**config.mk**
```make
export PLATFORM = sky130hd
export DESIGN_NAME = session_ticket_lru_cache_unit
export DESIGN_NICKNAME = d
export VERILOG_FILES = /design/src/hw/rtl/stlc_pkg.sv /design/src/hw/rtl/session_ticket_lru_cache_unit.sv /design/src/hw/rtl/stlc_ram.sv
export SDC_FILE = /design/constraint.sdc
export NUM_CORES = 2
export LEC_CHECK = 0
export ABC_AREA = 1
export BUFFER_PORTS_ARGS = -buffer_cell sky130_fd_sc_hd__buf_2
export CELL_PAD_IN_SITES_DETAIL_PLACEMENT = 1
export CELL_PAD_IN_SITES_GLOBAL_PLACEMENT = 2
export CORE_ASPECT_RATIO = 0.9
export CORE_MARGIN = 2
export CORE_UTILIZATION = 44
export DETAILED_ROUTE_END_ITERATION = 7
export PLACE_DENSITY_LB_ADDON = 0.08
export SYNTH_ARGS = -nofsm -noshare
export SYNTH_HDL_FRONTEND = slang
export SYNTH_SLANG_ARGS = --single-unit
```
**constraint.sdc**
```tcl
create_clock -name clk -period 12.6 [get_ports clk]
set_input_delay 2.52 -clock clk [delete_from_list [all_inputs] [get_ports clk]]
set_output_delay 2.52 -clock clk [all_outputs]
set_load 0.005 [all_outputs]
```
**src/hw/rtl/stlc_pkg.sv**
```systemverilog
// Shared types and constants for the session ticket cache.
package stlc_pkg;

  localparam int CFG_W = 5;

  typedef enum logic [1:0] {
    KIND_STORE = 2'd0,
    KIND_TAKE  = 2'd1,
    KIND_QUERY = 2'd2,
    KIND_CLEAR = 2'd3
  } kind_t;

  typedef enum logic [1:0] {
    REG_MAX_ENTRIES    = 2'd0,
    REG_MAX_PER_ORIGIN = 2'd1
  } reg_idx_t;

  typedef enum logic [2:0] {
    ST_IDLE,
    ST_PRUNE,
    ST_DROP,
    ST_APPEND,
    ST_FINISH
  } state_t;

  typedef struct packed {
    logic [31:0] host;
    logic [15:0] port;
    logic [7:0]  proxy;
    logic [63:0] expiry;
    logic [31:0] ticket;
  } entry_t;

endpackage

```
**src/hw/rtl/session_ticket_lru_cache_unit.sv**
```systemverilog
// Session ticket cache top level: entry RAM, compaction walker and counters.
//
// Holds up to DEPTH resume tickets in one RAM, compacted oldest first. An item
// is taken when start is high and busy is low; exactly one result follows,
// shown for one cycle with done high, and the receiver cannot stall it.
// Clear, and store/take when a limit is zero or the ticket is already stale,
// go straight to the finish state. Other items walk the RAM: one prune pass
// (one entry read per cycle through the single read port, expired entries
// dropped and the survivors written back in place), then for a take hit or a
// store that must evict a second pass that removes the chosen entries, and for
// a store an append of the new entry. Configuration writes are always ready and
// must only arrive while the block is idle.
module session_ticket_lru_cache_unit
  import stlc_pkg::*;
#(
  parameter int DEPTH = 16
) (
  input  logic        clk,
  input  logic        rst,
  input  logic        start,
  output logic        busy,
  input  logic [1:0]  kind,
  input  logic [31:0] host_key,
  input  logic [15:0] port,
  input  logic [7:0]  proxy_id,
  input  logic [63:0] now,
  input  logic [63:0] expiry,
  input  logic [31:0] ticket,
  input  logic        cfg_valid,
  output logic        cfg_ready,
  input  logic [1:0]  cfg_index,
  input  logic [4:0]  cfg_data,
  output logic        done,
  output logic        hit,
  output logic [31:0] ticket_out,
  output logic [4:0]  entry_count,
  output logic [31:0] hit_total,
  output logic [31:0] miss_total,
  output logic [31:0] stored_total,
  output logic [31:0] evicted_total,
  output logic [31:0] expired_total,
  output logic [4:0]  cleared_count
);

  localparam int AW = (DEPTH > 1) ? $clog2(DEPTH) : 1;
  localparam int CW = $clog2(DEPTH + 1);
  localparam int LW = (CW > CFG_W) ? CW : CFG_W;

  // Configuration; always accept, transfer completes on valid
  logic [CFG_W-1:0] max_entries;
  logic [CFG_W-1:0] max_per_origin;

  assign cfg_ready = 1'b1;

  always_ff @(posedge clk) begin
    if (rst) begin
      max_entries    <= CFG_W'(16);
      max_per_origin <= CFG_W'(4);
    end else if (cfg_valid && cfg_ready) begin
      case (cfg_index)
        REG_MAX_ENTRIES:    max_entries    <= cfg_data;
        REG_MAX_PER_ORIGIN: max_per_origin <= cfg_data;
        default: ;
      endcase
    end
  end

  // Control and walk registers
  state_t        state, state_next;
  kind_t         op, op_next;
  entry_t        item, item_next;
  logic [63:0]   cur_now, cur_now_next;
  logic [CW-1:0] held, held_next;
  logic [CW-1:0] rd_ptr, rd_ptr_next;
  logic          rdv, rdv_next;
  logic [CW-1:0] wr_ptr, wr_ptr_next;
  logic [CW-1:0] pidx, pidx_next;
  logic [CW-1:0] route_n, route_n_next;
  logic [CW-1:0] first_idx, first_idx_next;
  logic [CW-1:0] last_idx, last_idx_next;
  logic [CW-1:0] drop_idx, drop_idx_next;
  logic          drop_en, drop_en_next;
  logic [CW-1:0] skip_k, skip_k_next;
  logic [CW-1:0] skipped, skipped_next;
  logic [31:0]   hits_cnt, hits_cnt_next;
  logic [31:0]   miss_cnt, miss_cnt_next;
  logic [31:0]   stored_cnt, stored_cnt_next;
  logic [31:0]   evict_cnt, evict_cnt_next;
  logic [31:0]   expire_cnt, expire_cnt_next;
  logic          hit_r, hit_r_next;
  logic [31:0]   tout, tout_next;
  logic [CW-1:0] cleared, cleared_next;
  logic          done_next;

  // RAM port signals
  logic          ram_we;
  logic [AW-1:0] ram_waddr;
  entry_t        ram_wdata;
  logic [AW-1:0] ram_raddr;
  entry_t        ram_rdata;

  stlc_ram #(
    .WIDTH($bits(entry_t)),
    .DEPTH(DEPTH)
  ) u_ram (
    .clk  (clk),
    .we   (ram_we),
    .waddr(ram_waddr),
    .wdata(ram_wdata),
    .raddr(ram_raddr),
    .rdata(ram_rdata)
  );

  always_ff @(posedge clk) begin
    if (rst) begin
      state      <= ST_IDLE;
      held       <= '0;
      rdv        <= 1'b0;
      done       <= 1'b0;
      hits_cnt   <= '0;
      miss_cnt   <= '0;
      stored_cnt <= '0;
      evict_cnt  <= '0;
      expire_cnt <= '0;
      hit_r      <= 1'b0;
      tout       <= '0;
      cleared    <= '0;
    end else begin
      state      <= state_next;
      held       <= held_next;
      rdv        <= rdv_next;
      done       <= done_next;
      hits_cnt   <= hits_cnt_next;
      miss_cnt   <= miss_cnt_next;
      stored_cnt <= stored_cnt_next;
      evict_cnt  <= evict_cnt_next;
      expire_cnt <= expire_cnt_next;
      hit_r      <= hit_r_next;
      tout       <= tout_next;
      cleared    <= cleared_next;
    end
  end

  always_ff @(posedge clk) begin
    op        <= op_next;
    item      <= item_next;
    cur_now   <= cur_now_next;
    rd_ptr    <= rd_ptr_next;
    wr_ptr    <= wr_ptr_next;
    pidx      <= pidx_next;
    route_n   <= route_n_next;
    first_idx <= first_idx_next;
    last_idx  <= last_idx_next;
    drop_idx  <= drop_idx_next;
    drop_en   <= drop_en_next;
    skip_k    <= skip_k_next;
    skipped   <= skipped_next;
  end

  // Walker helpers
  logic          rd_go;
  logic          pass_end;
  logic          stale;
  logic          match;
  logic          enabled;
  logic          go;
  logic          drop_route;
  logic [LW-1:0] n1_e;
  logic [LW-1:0] lim_e;
  logic [LW-1:0] k_e;

  assign rd_go     = (rd_ptr < held);
  assign pass_end  = !rd_go && !rdv;
  assign ram_raddr = rd_ptr[AW-1:0];
  assign stale     = !(cur_now < ram_rdata.expiry);
  assign match     = (ram_rdata.host == item.host) && (ram_rdata.port == item.port) &&
                     (ram_rdata.proxy == item.proxy);
  assign enabled   = (max_entries != '0) && (max_per_origin != '0);

  always_comb begin
    go = 1'b0;
    case (kind_t'(kind))
      KIND_STORE: go = enabled && (now < expiry);
      KIND_TAKE:  go = enabled;
      KIND_QUERY: go = 1'b1;
      default:    go = 1'b0;
    endcase
  end

  // Eviction plan for a store, from the prune pass result
  always_comb begin
    drop_route = (route_n != '0) && (LW'(route_n) >= LW'(max_per_origin));
    n1_e       = LW'(wr_ptr) - LW'(drop_route);
    lim_e      = (LW'(max_entries) > LW'(DEPTH)) ? LW'(DEPTH) : LW'(max_entries);
    k_e        = (n1_e >= lim_e) ? (n1_e - lim_e + LW'(1)) : '0;
  end

  always_comb begin
    state_next      = state;
    op_next         = op;
    item_next       = item;
    cur_now_next    = cur_now;
    held_next       = held;
    rd_ptr_next     = rd_ptr;
    rdv_next        = 1'b0;
    wr_ptr_next     = wr_ptr;
    pidx_next       = pidx;
    route_n_next    = route_n;
    first_idx_next  = first_idx;
    last_idx_next   = last_idx;
    drop_idx_next   = drop_idx;
    drop_en_next    = drop_en;
    skip_k_next     = skip_k;
    skipped_next    = skipped;
    hits_cnt_next   = hits_cnt;
    miss_cnt_next   = miss_cnt;
    stored_cnt_next = stored_cnt;
    evict_cnt_next  = evict_cnt;
    expire_cnt_next = expire_cnt;
    hit_r_next      = hit_r;
    tout_next       = tout;
    cleared_next    = cleared;
    done_next       = 1'b0;
    ram_we          = 1'b0;
    ram_waddr       = wr_ptr[AW-1:0];
    ram_wdata       = ram_rdata;

    case (state)
      ST_IDLE: begin
        if (start) begin
          op_next        = kind_t'(kind);
          item_next      = '{host: host_key, port: port, proxy: proxy_id,
                             expiry: expiry, ticket: ticket};
          cur_now_next   = now;
          rd_ptr_next    = '0;
          wr_ptr_next    = '0;
          route_n_next   = '0;
          first_idx_next = '0;
          last_idx_next  = '0;
          hit_r_next     = 1'b0;
          tout_next      = '0;
          cleared_next   = '0;
          state_next     = go ? ST_PRUNE : ST_FINISH;
        end
      end

      ST_PRUNE: begin
        // Stream entries out, drop expired ones, write survivors back compacted
        if (rd_go) begin
          rd_ptr_next = rd_ptr + CW'(1);
          rdv_next    = 1'b1;
        end
        if (rdv) begin
          if (stale) begin
            expire_cnt_next = expire_cnt + 32'd1;
          end else begin
            ram_we      = 1'b1;
            wr_ptr_next = wr_ptr + CW'(1);
            if (match) begin
              if (route_n == '0) begin
                first_idx_next = wr_ptr;
              end
              last_idx_next = wr_ptr;
              route_n_next  = route_n + CW'(1);
            end
          end
        end
        if (pass_end) begin
          held_next    = wr_ptr;
          rd_ptr_next  = '0;
          wr_ptr_next  = '0;
          pidx_next    = '0;
          skipped_next = '0;
          case (op)
            KIND_TAKE: begin
              drop_en_next  = 1'b1;
              drop_idx_next = last_idx;
              skip_k_next   = '0;
              if (route_n == '0) begin
                miss_cnt_next = miss_cnt + 32'd1;
                state_next    = ST_FINISH;
              end else begin
                state_next = ST_DROP;
              end
            end
            KIND_STORE: begin
              drop_en_next   = drop_route;
              drop_idx_next  = first_idx;
              skip_k_next    = CW'(k_e);
              evict_cnt_next = evict_cnt + 32'(drop_route) + 32'(k_e);
              state_next     = (drop_route || (k_e != '0)) ? ST_DROP : ST_APPEND;
            end
            default: state_next = ST_FINISH;
          endcase
        end
      end

      ST_DROP: begin
        // Remove the chosen route entry and the k oldest others
        if (rd_go) begin
          rd_ptr_next = rd_ptr + CW'(1);
          rdv_next    = 1'b1;
        end
        if (rdv) begin
          pidx_next = pidx + CW'(1);
          if (drop_en && (pidx == drop_idx)) begin
            hit_r_next = (op == KIND_TAKE);
            tout_next  = (op == KIND_TAKE) ? ram_rdata.ticket : tout;
          end else if (skipped < skip_k) begin
            skipped_next = skipped + CW'(1);
          end else begin
            ram_we      = 1'b1;
            wr_ptr_next = wr_ptr + CW'(1);
          end
        end
        if (pass_end) begin
          held_next = wr_ptr;
          if (op == KIND_TAKE) begin
            hits_cnt_next = hits_cnt + 32'd1;
            state_next    = ST_FINISH;
          end else begin
            state_next = ST_APPEND;
          end
        end
      end

      ST_APPEND: begin
        ram_we          = 1'b1;
        ram_waddr       = held[AW-1:0];
        ram_wdata       = item;
        held_next       = held + CW'(1);
        stored_cnt_next = stored_cnt + 32'd1;
        state_next      = ST_FINISH;
      end

      ST_FINISH: begin
        if (op == KIND_CLEAR) begin
          cleared_next = held;
          held_next    = '0;
        end
        done_next  = 1'b1;
        state_next = ST_IDLE;
      end

      default: state_next = ST_IDLE;
    endcase
  end

  assign busy          = (state != ST_IDLE);
  assign hit           = hit_r;
  assign ticket_out    = tout;
  assign entry_count   = CFG_W'(held);
  assign hit_total     = hits_cnt;
  assign miss_total    = miss_cnt;
  assign stored_total  = stored_cnt;
  assign evicted_total = evict_cnt;
  assign expired_total = expire_cnt;
  assign cleared_count = CFG_W'(cleared);

endmodule

```
**src/hw/rtl/stlc_ram.sv**
```systemverilog
// Generic simple dual-port RAM with registered read data.
module stlc_ram #(
  parameter int WIDTH = 8,
  parameter int DEPTH = 16
) (
  input  logic                     clk,
  input  logic                     we,
  input  logic [$clog2(DEPTH)-1:0] waddr,
  input  logic [WIDTH-1:0]         wdata,
  input  logic [$clog2(DEPTH)-1:0] raddr,
  output logic [WIDTH-1:0]         rdata
);

  logic [WIDTH-1:0] mem [DEPTH];

  always_ff @(posedge clk) begin
    if (we) begin
      mem[waddr] <= wdata;
    end
    rdata <= mem[raddr];
  end

endmodule
```
[Word level (Yosys, flattened, before mapping)]
Memory sizes are Yosys's and may differ from the RTL's. A register that Yosys moved wholly into a read port is not among the register bits.
Cells that the tools add are included.
Word-level totals
  memories: 1
  memory bits (writable): 2432
  output and inout bits: 206
  logic and storage cells: 206
  input port bits: 229
  bits in registers: 482
Memories
  u_ram.mem: depth 16, width 152, read ports 1, clocked after Yosys merged registers in 1, write ports 1, line stlc_ram.sv:14  | logic [WIDTH-1:0] mem [DEPTH];
Cells by class
  reduce and logical (&&, ||, !) cells: 48
  bitwise gates (word level): 2
  equal/unequal tests: 30
  muxes and demuxes: 72
  add/subtract/negate cells: 15
  $lt $le $gt $ge: 7
Operator list (number)
  2-to-1 mux 152 bit: 1
  2-to-1 mux 5 bit: 29
  adder 32 x 1 -> 32 bit (second input constant): 4
  < comparator 64 bit: 2
  2-to-1 mux 32 bit: 4
  one-hot mux 5 bit (2 select lines): 8
  one-hot mux 32 bit (2 select lines): 1
  one-hot mux 5 bit (3 select lines): 3
  adder 5 x 1 -> 5 bit (second input constant): 7
  adder 32 x 1 -> 32 bit: 1
  adder 32 x 5 -> 32 bit: 1
  equality test 32 bit: 1
  inequality test 2 bit (second input constant): 14
  AND reduction 3 bit: 8
  nonzero test 5 bit: 4
  2-to-1 mux 3 bit: 6
  equality test 16 bit: 1
  AND reduction 5 bit: 3
  2-to-1 mux 1 bit: 13
  one-hot mux 3 bit (4 select lines): 1
  >= comparator 5 bit: 2
  < comparator 5 bit: 2
  nonzero test 2 bit: 5
  nonzero test 3 bit: 3
  other kinds (28): 50

[Logic depth before layout (Yosys ltp)]
  depth in word-level cells: 12
  mapped depth: 33
  gate-level depth less buffers: 33

[By module]
A second synthesis with hierarchy kept.
Unflattened totals
  cell total of the unflattened synthesis: 12411
  area total of the unflattened synthesis: 130137.3 sq um
By module, submodules not included
  stlc_ram: area an instance 103930.9 sq um, seq. area each 76073.0 sq um, cells an instance 9219, times used 1
  session_ticket_lru_cache_unit: area an instance 26206.4 sq um, seq. area each 12291.8 sq um, cells an instance 3192, times used 1

[Least setup slack after synthesis]
OpenSTA, ideal clock, no wires.
  path kind: reg-to-reg
  start: register cur_now[55]
  end: memory u_ram.mem[11][0] in the netlist's numbering, enable pin
  data required time: 11.885 ns
  clock period less this slack: 9.743 ns
  path slack: 2.857 ns
  stages on the path, launching flop included: 16
  library setup time: 0.715 ns
  buffers on the path: 1
  arrival time: 9.028 ns
  cell sequence: edfxtp_1 > ha_1 > nand2_1 > inv_1 > nand3_1 > inv_1 > nand2_1 > o211ai_1 > nand2_1 > o2111ai_1 > nor2_1 > nand3_1 > nand2_1 > nand2_1 > clkbuf_1 > a21oi_1
On the way
  cells in the longest elaborated chain, start to end: 6
Ends and longest elaborated chain
  start: declaration: line session_ticket_lru_cache_unit.sv:72  | logic [63:0] cur_now, cur_now_next;
  start signal: assignment: line session_ticket_lru_cache_unit.sv:147  | cur_now <= cur_now_next;
  < comparator 64 bit: line session_ticket_lru_cache_unit.sv:175  | assign stale = !(cur_now < ram_rdata.expiry);
  2-to-1 mux 1 bit: line session_ticket_lru_cache_unit.sv:254  | if (stale) begin
  2-to-1 mux 1 bit: line session_ticket_lru_cache_unit.sv:253  | if (rdv) begin
  one-hot mux 1 bit (3 select lines): line session_ticket_lru_cache_unit.sv:228  | case (state)
  2-to-1 mux 1 bit: line stlc_ram.sv:17  | if (we) begin
  2-to-1 mux 1 bit (not written as such): line stlc_ram.sv:18  | mem[waddr] <= wdata;
  end: declaration: line stlc_ram.sv:14
No other way between the ends.

[Worst setup path after layout]
  start: register state[2]
  end: memory u_ram.mem[9][126] in the netlist's numbering, enable pin
On the way
  cells in the longest elaborated chain, start to end: 4
  elaborated cells between the ends (all ways): 7
  those cells by class: eq/ne: 3; mux: 4
Ends and longest elaborated chain
  start: declaration: line session_ticket_lru_cache_unit.sv:69  | state_t state, state_next;
  start signal: assignment: line session_ticket_lru_cache_unit.sv:129  | state <= state_next;
  equality test 3 x 2 -> 1 bit or equality test 3 x 1 -> 1 bit (tied branches): line session_ticket_lru_cache_unit.sv:228
  one-hot mux 1 bit (3 select lines): line session_ticket_lru_cache_unit.sv:228
  2-to-1 mux 1 bit: line stlc_ram.sv:17
  2-to-1 mux 1 bit (not written as such): line stlc_ram.sv:18
Several ways; a longest one is shown, not always the timed one.

==> impl_metrics.json <==
{
  "die_h_um": 505,
  "whs_ns": 0.462,
  "h-tree-depth": 5,
  "hold_depth": 2,
  "hold_path_startpoint": "ticket_out[21]$_SDFFE_PP0P_",
  "synth_area_sq_um": 123000,
  "cts-hold-fix-buffers": 0,
  "yosysSeqAreaShare_pct": 72.0,
  "clock_skew_ns": 0.0420,
  "outcome": "complete, no violations",
  "slew_viol_final": 0,
  "tightest_slew_ns": 1.43,
  "grt_first_pass_wirelength_um": 530000,
  "cp.required_ns": 13.08,
  "min_period_over_period_pct": 48.7,
  "vias": 79400,
  "first_global_vias": 81500,
  "overflow": 0,
  "ys_warn_count": 0,
  "rr_worst_depth": 10,
  "rsz0062_at_grt": "false",
  "drtIter0Drc": 6787,
  "dieWidth_um": 561,
  "synth_cells": 9612,
  "synth-seq-cells": 3066,
  "p_leak_nw": 47.8,
  "hp-class": "reg -> reg",
  "cellPowerDensity_nw_per_um2": 225,
  "path_clk_slew_ns": 0.06,
  "start_util_pct": 44.3,
  "cts_made_buffers": 329,
  "use_met3_pct": 3.74,
  "crit_type": "reg -> reg",
  "cap_viol_max_count": 0,
  "die-area_sq_um": 283000,
  "min_to": "ticket_out[21]$_SDFFE_PP0P_",
  "finalSetupViolCount": 0,
  "ios": 435,
  "slew_headroom_pct": 4.61,
  "synth.distinct_cells": 52,
  "grt_util_met1_pct": 35.2,
  "row_count": 183,
  "synth_nets": 10000,
  "yosys_most_used_dff": "edfxtp_1",
  "nNetsFinal": 10400,
  "r2r_end": "u_ram.mem[9][126]$_DFFE_PP_",
  "r2r_slack_ns": 6.46,
  "gr-usage-all-layers_pct": 24.6,
  "dp_hpwl_um": 194000,
  "grt-busiest-layer": "met2",
  "drcViolationCount": 0,
  "viasPerCell": 5.68,
  "grt_max_degree": 215,
  "clock-root-buffer": "clkbuf_16",
  "endpoint_kind": "flip-flop",
  "drt_wl_total_um": 357000,
  "drt_first_pass_iters": 5,
  "postCtsResizedCells": 0,
  "grt_util_met2_pct": 39.3,
  "finalHoldViolCount": 0,
  "syn_to_final_growth_pct": 13.9,
  "gp_congestion": 0.820,
  "clockBufferDepth": 4,
  "fin_crit_ns": 6.14,
  "setup_tns_ns": 0,
  "cts_tree": "yes",
  "timing.fmax_ghz": 0.163,
  "r2r_start": "state[2]$_SDFFE_PP0P_",
  "cts.sinks": 3066,
  "portBuffers": 433,
  "antenna_found_initial": 18,
  "worstSetupStartpointType": "flip-flop",
  "crit_path_max_fanout": 95,
  "fp.coreArea_sq_um": 277000,
  "cp.arrival_ns": 6.62,
  "vdd_ir_drop_max_v": 0.000149,
  "cts_setup_buffers": 0,
  "ant_nets": 0,
  "nFillCells": 27900,
  "wl_per_cell_um": 25.5,
  "drive_gt1_share_pct": 11.2,
  "synth-edff-count": 2696,
  "clock_latency_ns": 0.88,
  "avgSynthCellArea_sq_um": 12.8,
  "ys_async_sr_fraction_pct": 0
}
-- cell type report --
type | instances | area [sq um] | area share [%]
flip-flops and latches | 3066 | 88400 | 63.3
multi-input cells | 5592 | 30900 | 22.1
clock buffers | 464 | 9180 | 6.57
well taps | 3700 | 4630 | 3.31
repair buffers | 627 | 3860 | 2.77
inverters | 401 | 1550 | 1.11
clock inverters | 127 | 1190 | 0.853
diodes | 11 | 27.5 | 0.0197
-- worst max-delay path by stage --
stage                                     start                     endpoint  slack (ns)  cells past startpoint
after CTS                 state[1]$_SDFFE_PP0P_  u_ram.mem[14][45]$_DFFE_PP_        6.44                     12
after global placement    state[1]$_SDFFE_PP0P_   u_ram.mem[8][89]$_DFFE_PP_        6.53                     13
after global routing       cur_now[5]$_DFFE_PP_  u_ram.mem[9][122]$_DFFE_PP_        6.20                     16
after detailed placement  state[1]$_SDFFE_PP0P_  u_ram.mem[14][39]$_DFFE_PP_        6.43                     12
after floorplan           cur_now[55]$_DFFE_PP_   u_ram.mem[11][0]$_DFFE_PP_        2.86                     15
final                     state[2]$_SDFFE_PP0P_  u_ram.mem[9][126]$_DFFE_PP_        6.46                     10
-- metal layers --
| metal | wire length (um) | up-vias |
|---|---|---|
| met3 | 19300 | 497 |
| met4 | 8280 | 6 |
| met1 | 163000 | 40800 |
| met2 | 166000 | 1948 |
| li1 | - | 36100 |
| met5 | 40 | - |
-- registers in the layout, summed over array words and instances (netlist names), 32 cells and up --
| register | count |
|---|---|
| item | 152 |
| miss_total | 32 |
| ticket_out | 32 |
| expired_total | 32 |
| evicted_total | 32 |
| cur_now | 64 |
| u_ram.mem | 2432 |
| u_ram.rdata | 152 |
| hit_total | 32 |
| stored_total | 32 |
-- Yosys cell counts, drive strengths merged (22+ instances only) --
| library cell | count | area share (%) |
|---|---|---|
| mux2i | 254 | 2.1 |
| inv | 401 | 1.2 |
| xnor2 | 28 | 0.20 |
| nand4 | 87 | 0.45 |
| ha | 166 | 1.7 |
| nand3 | 351 | 1.4 |
| dfxtp | 370 | 6.0 |
| nor4 | 39 | 0.22 |
| nor3 | 100 | 0.44 |
| o211ai | 55 | 0.34 |
| nor2 | 1573 | 4.9 |
| xor2 | 102 | 0.73 |
| buf | 61 | 0.22 |
| a21oi | 263 | 1.1 |
| o21a | 22 | 0.13 |
| o32ai | 354 | 2.5 |
| o21ai | 791 | 3.2 |
| clkbuf | 492 | 1.5 |
| o221ai | 256 | 1.8 |
| edfxtp | 2696 | 66 |
| nand2 | 1082 | 3.3 |
-- critical path, stage by stage, from the launching register on --
cell,delay [ns]
dfxtp_1,0.47
nor2_4,0.21
inv_6,0.55
buf_4,0.88
or2_2,0.26
o21ai_0,0.16
nor2_1,0.35
nand2_1,0.16
a21oi_4,0.70
buf_4,0.83
buf_12,0.71
-- stage by stage --
stage	cells	cell area (sq um)	utilization [%]	setup WS [ns]	power (mW)
after floorplan	9612	123000	-	2.86	19.0
after global placement	13400	129000	46.7	6.53	21.9
after detailed placement	13400	129000	46.7	6.43	22.2
after CTS	14000	140000	50.5	6.44	31.7
after global routing	14000	140000	50.5	6.20	33.0
final	14000	140000	50.5	6.46	31.4
-- report_power, final --
group	total, mW	internal, mW	switching [mW]
Sequential	13.4	13.0	0.368
Clock	9.44	5.48	3.96
Combinational	8.65	2.35	6.29
-- logic make-up (layout without fill, tap and decap cells) --
logic type	count (synthesis)	count (layout)	synth area share [%]
compound gates	1772	1772	9.31
mux	254	254	2.07
other cells	1	12	0.00306
fa+ha+maj	170	170	1.76
xor+xnor	130	130	0.928
buf+inv	954	1619	2.95
flops	3066	3066	72.0
simple gates	3265	3265	10.9
-- cell usage in the layout, fill, tap and decap left out, types with 28 or more instances in the layout --
cell       instances
o21ai_0          770
a21oi_1          246
clkbuf_1          98
nor4_1            36
xnor2_1           28
clkbuf_16        335
nand2_1         1077
clkinv_2          42
o211ai_1          55
o221ai_1         256
xor2_1           102
clkbuf_8          31
nor3_1            97
mux2i_1          254
inv_1            387
buf_4            176
buf_2            432
o32ai_1          354
nor2_1          1555
dfxtp_1          370
edfxtp_1        2696
nand4_1           85
ha_1             166
clkinv_1          44
nand3_1          347
(Power assumes the default switching activity.)
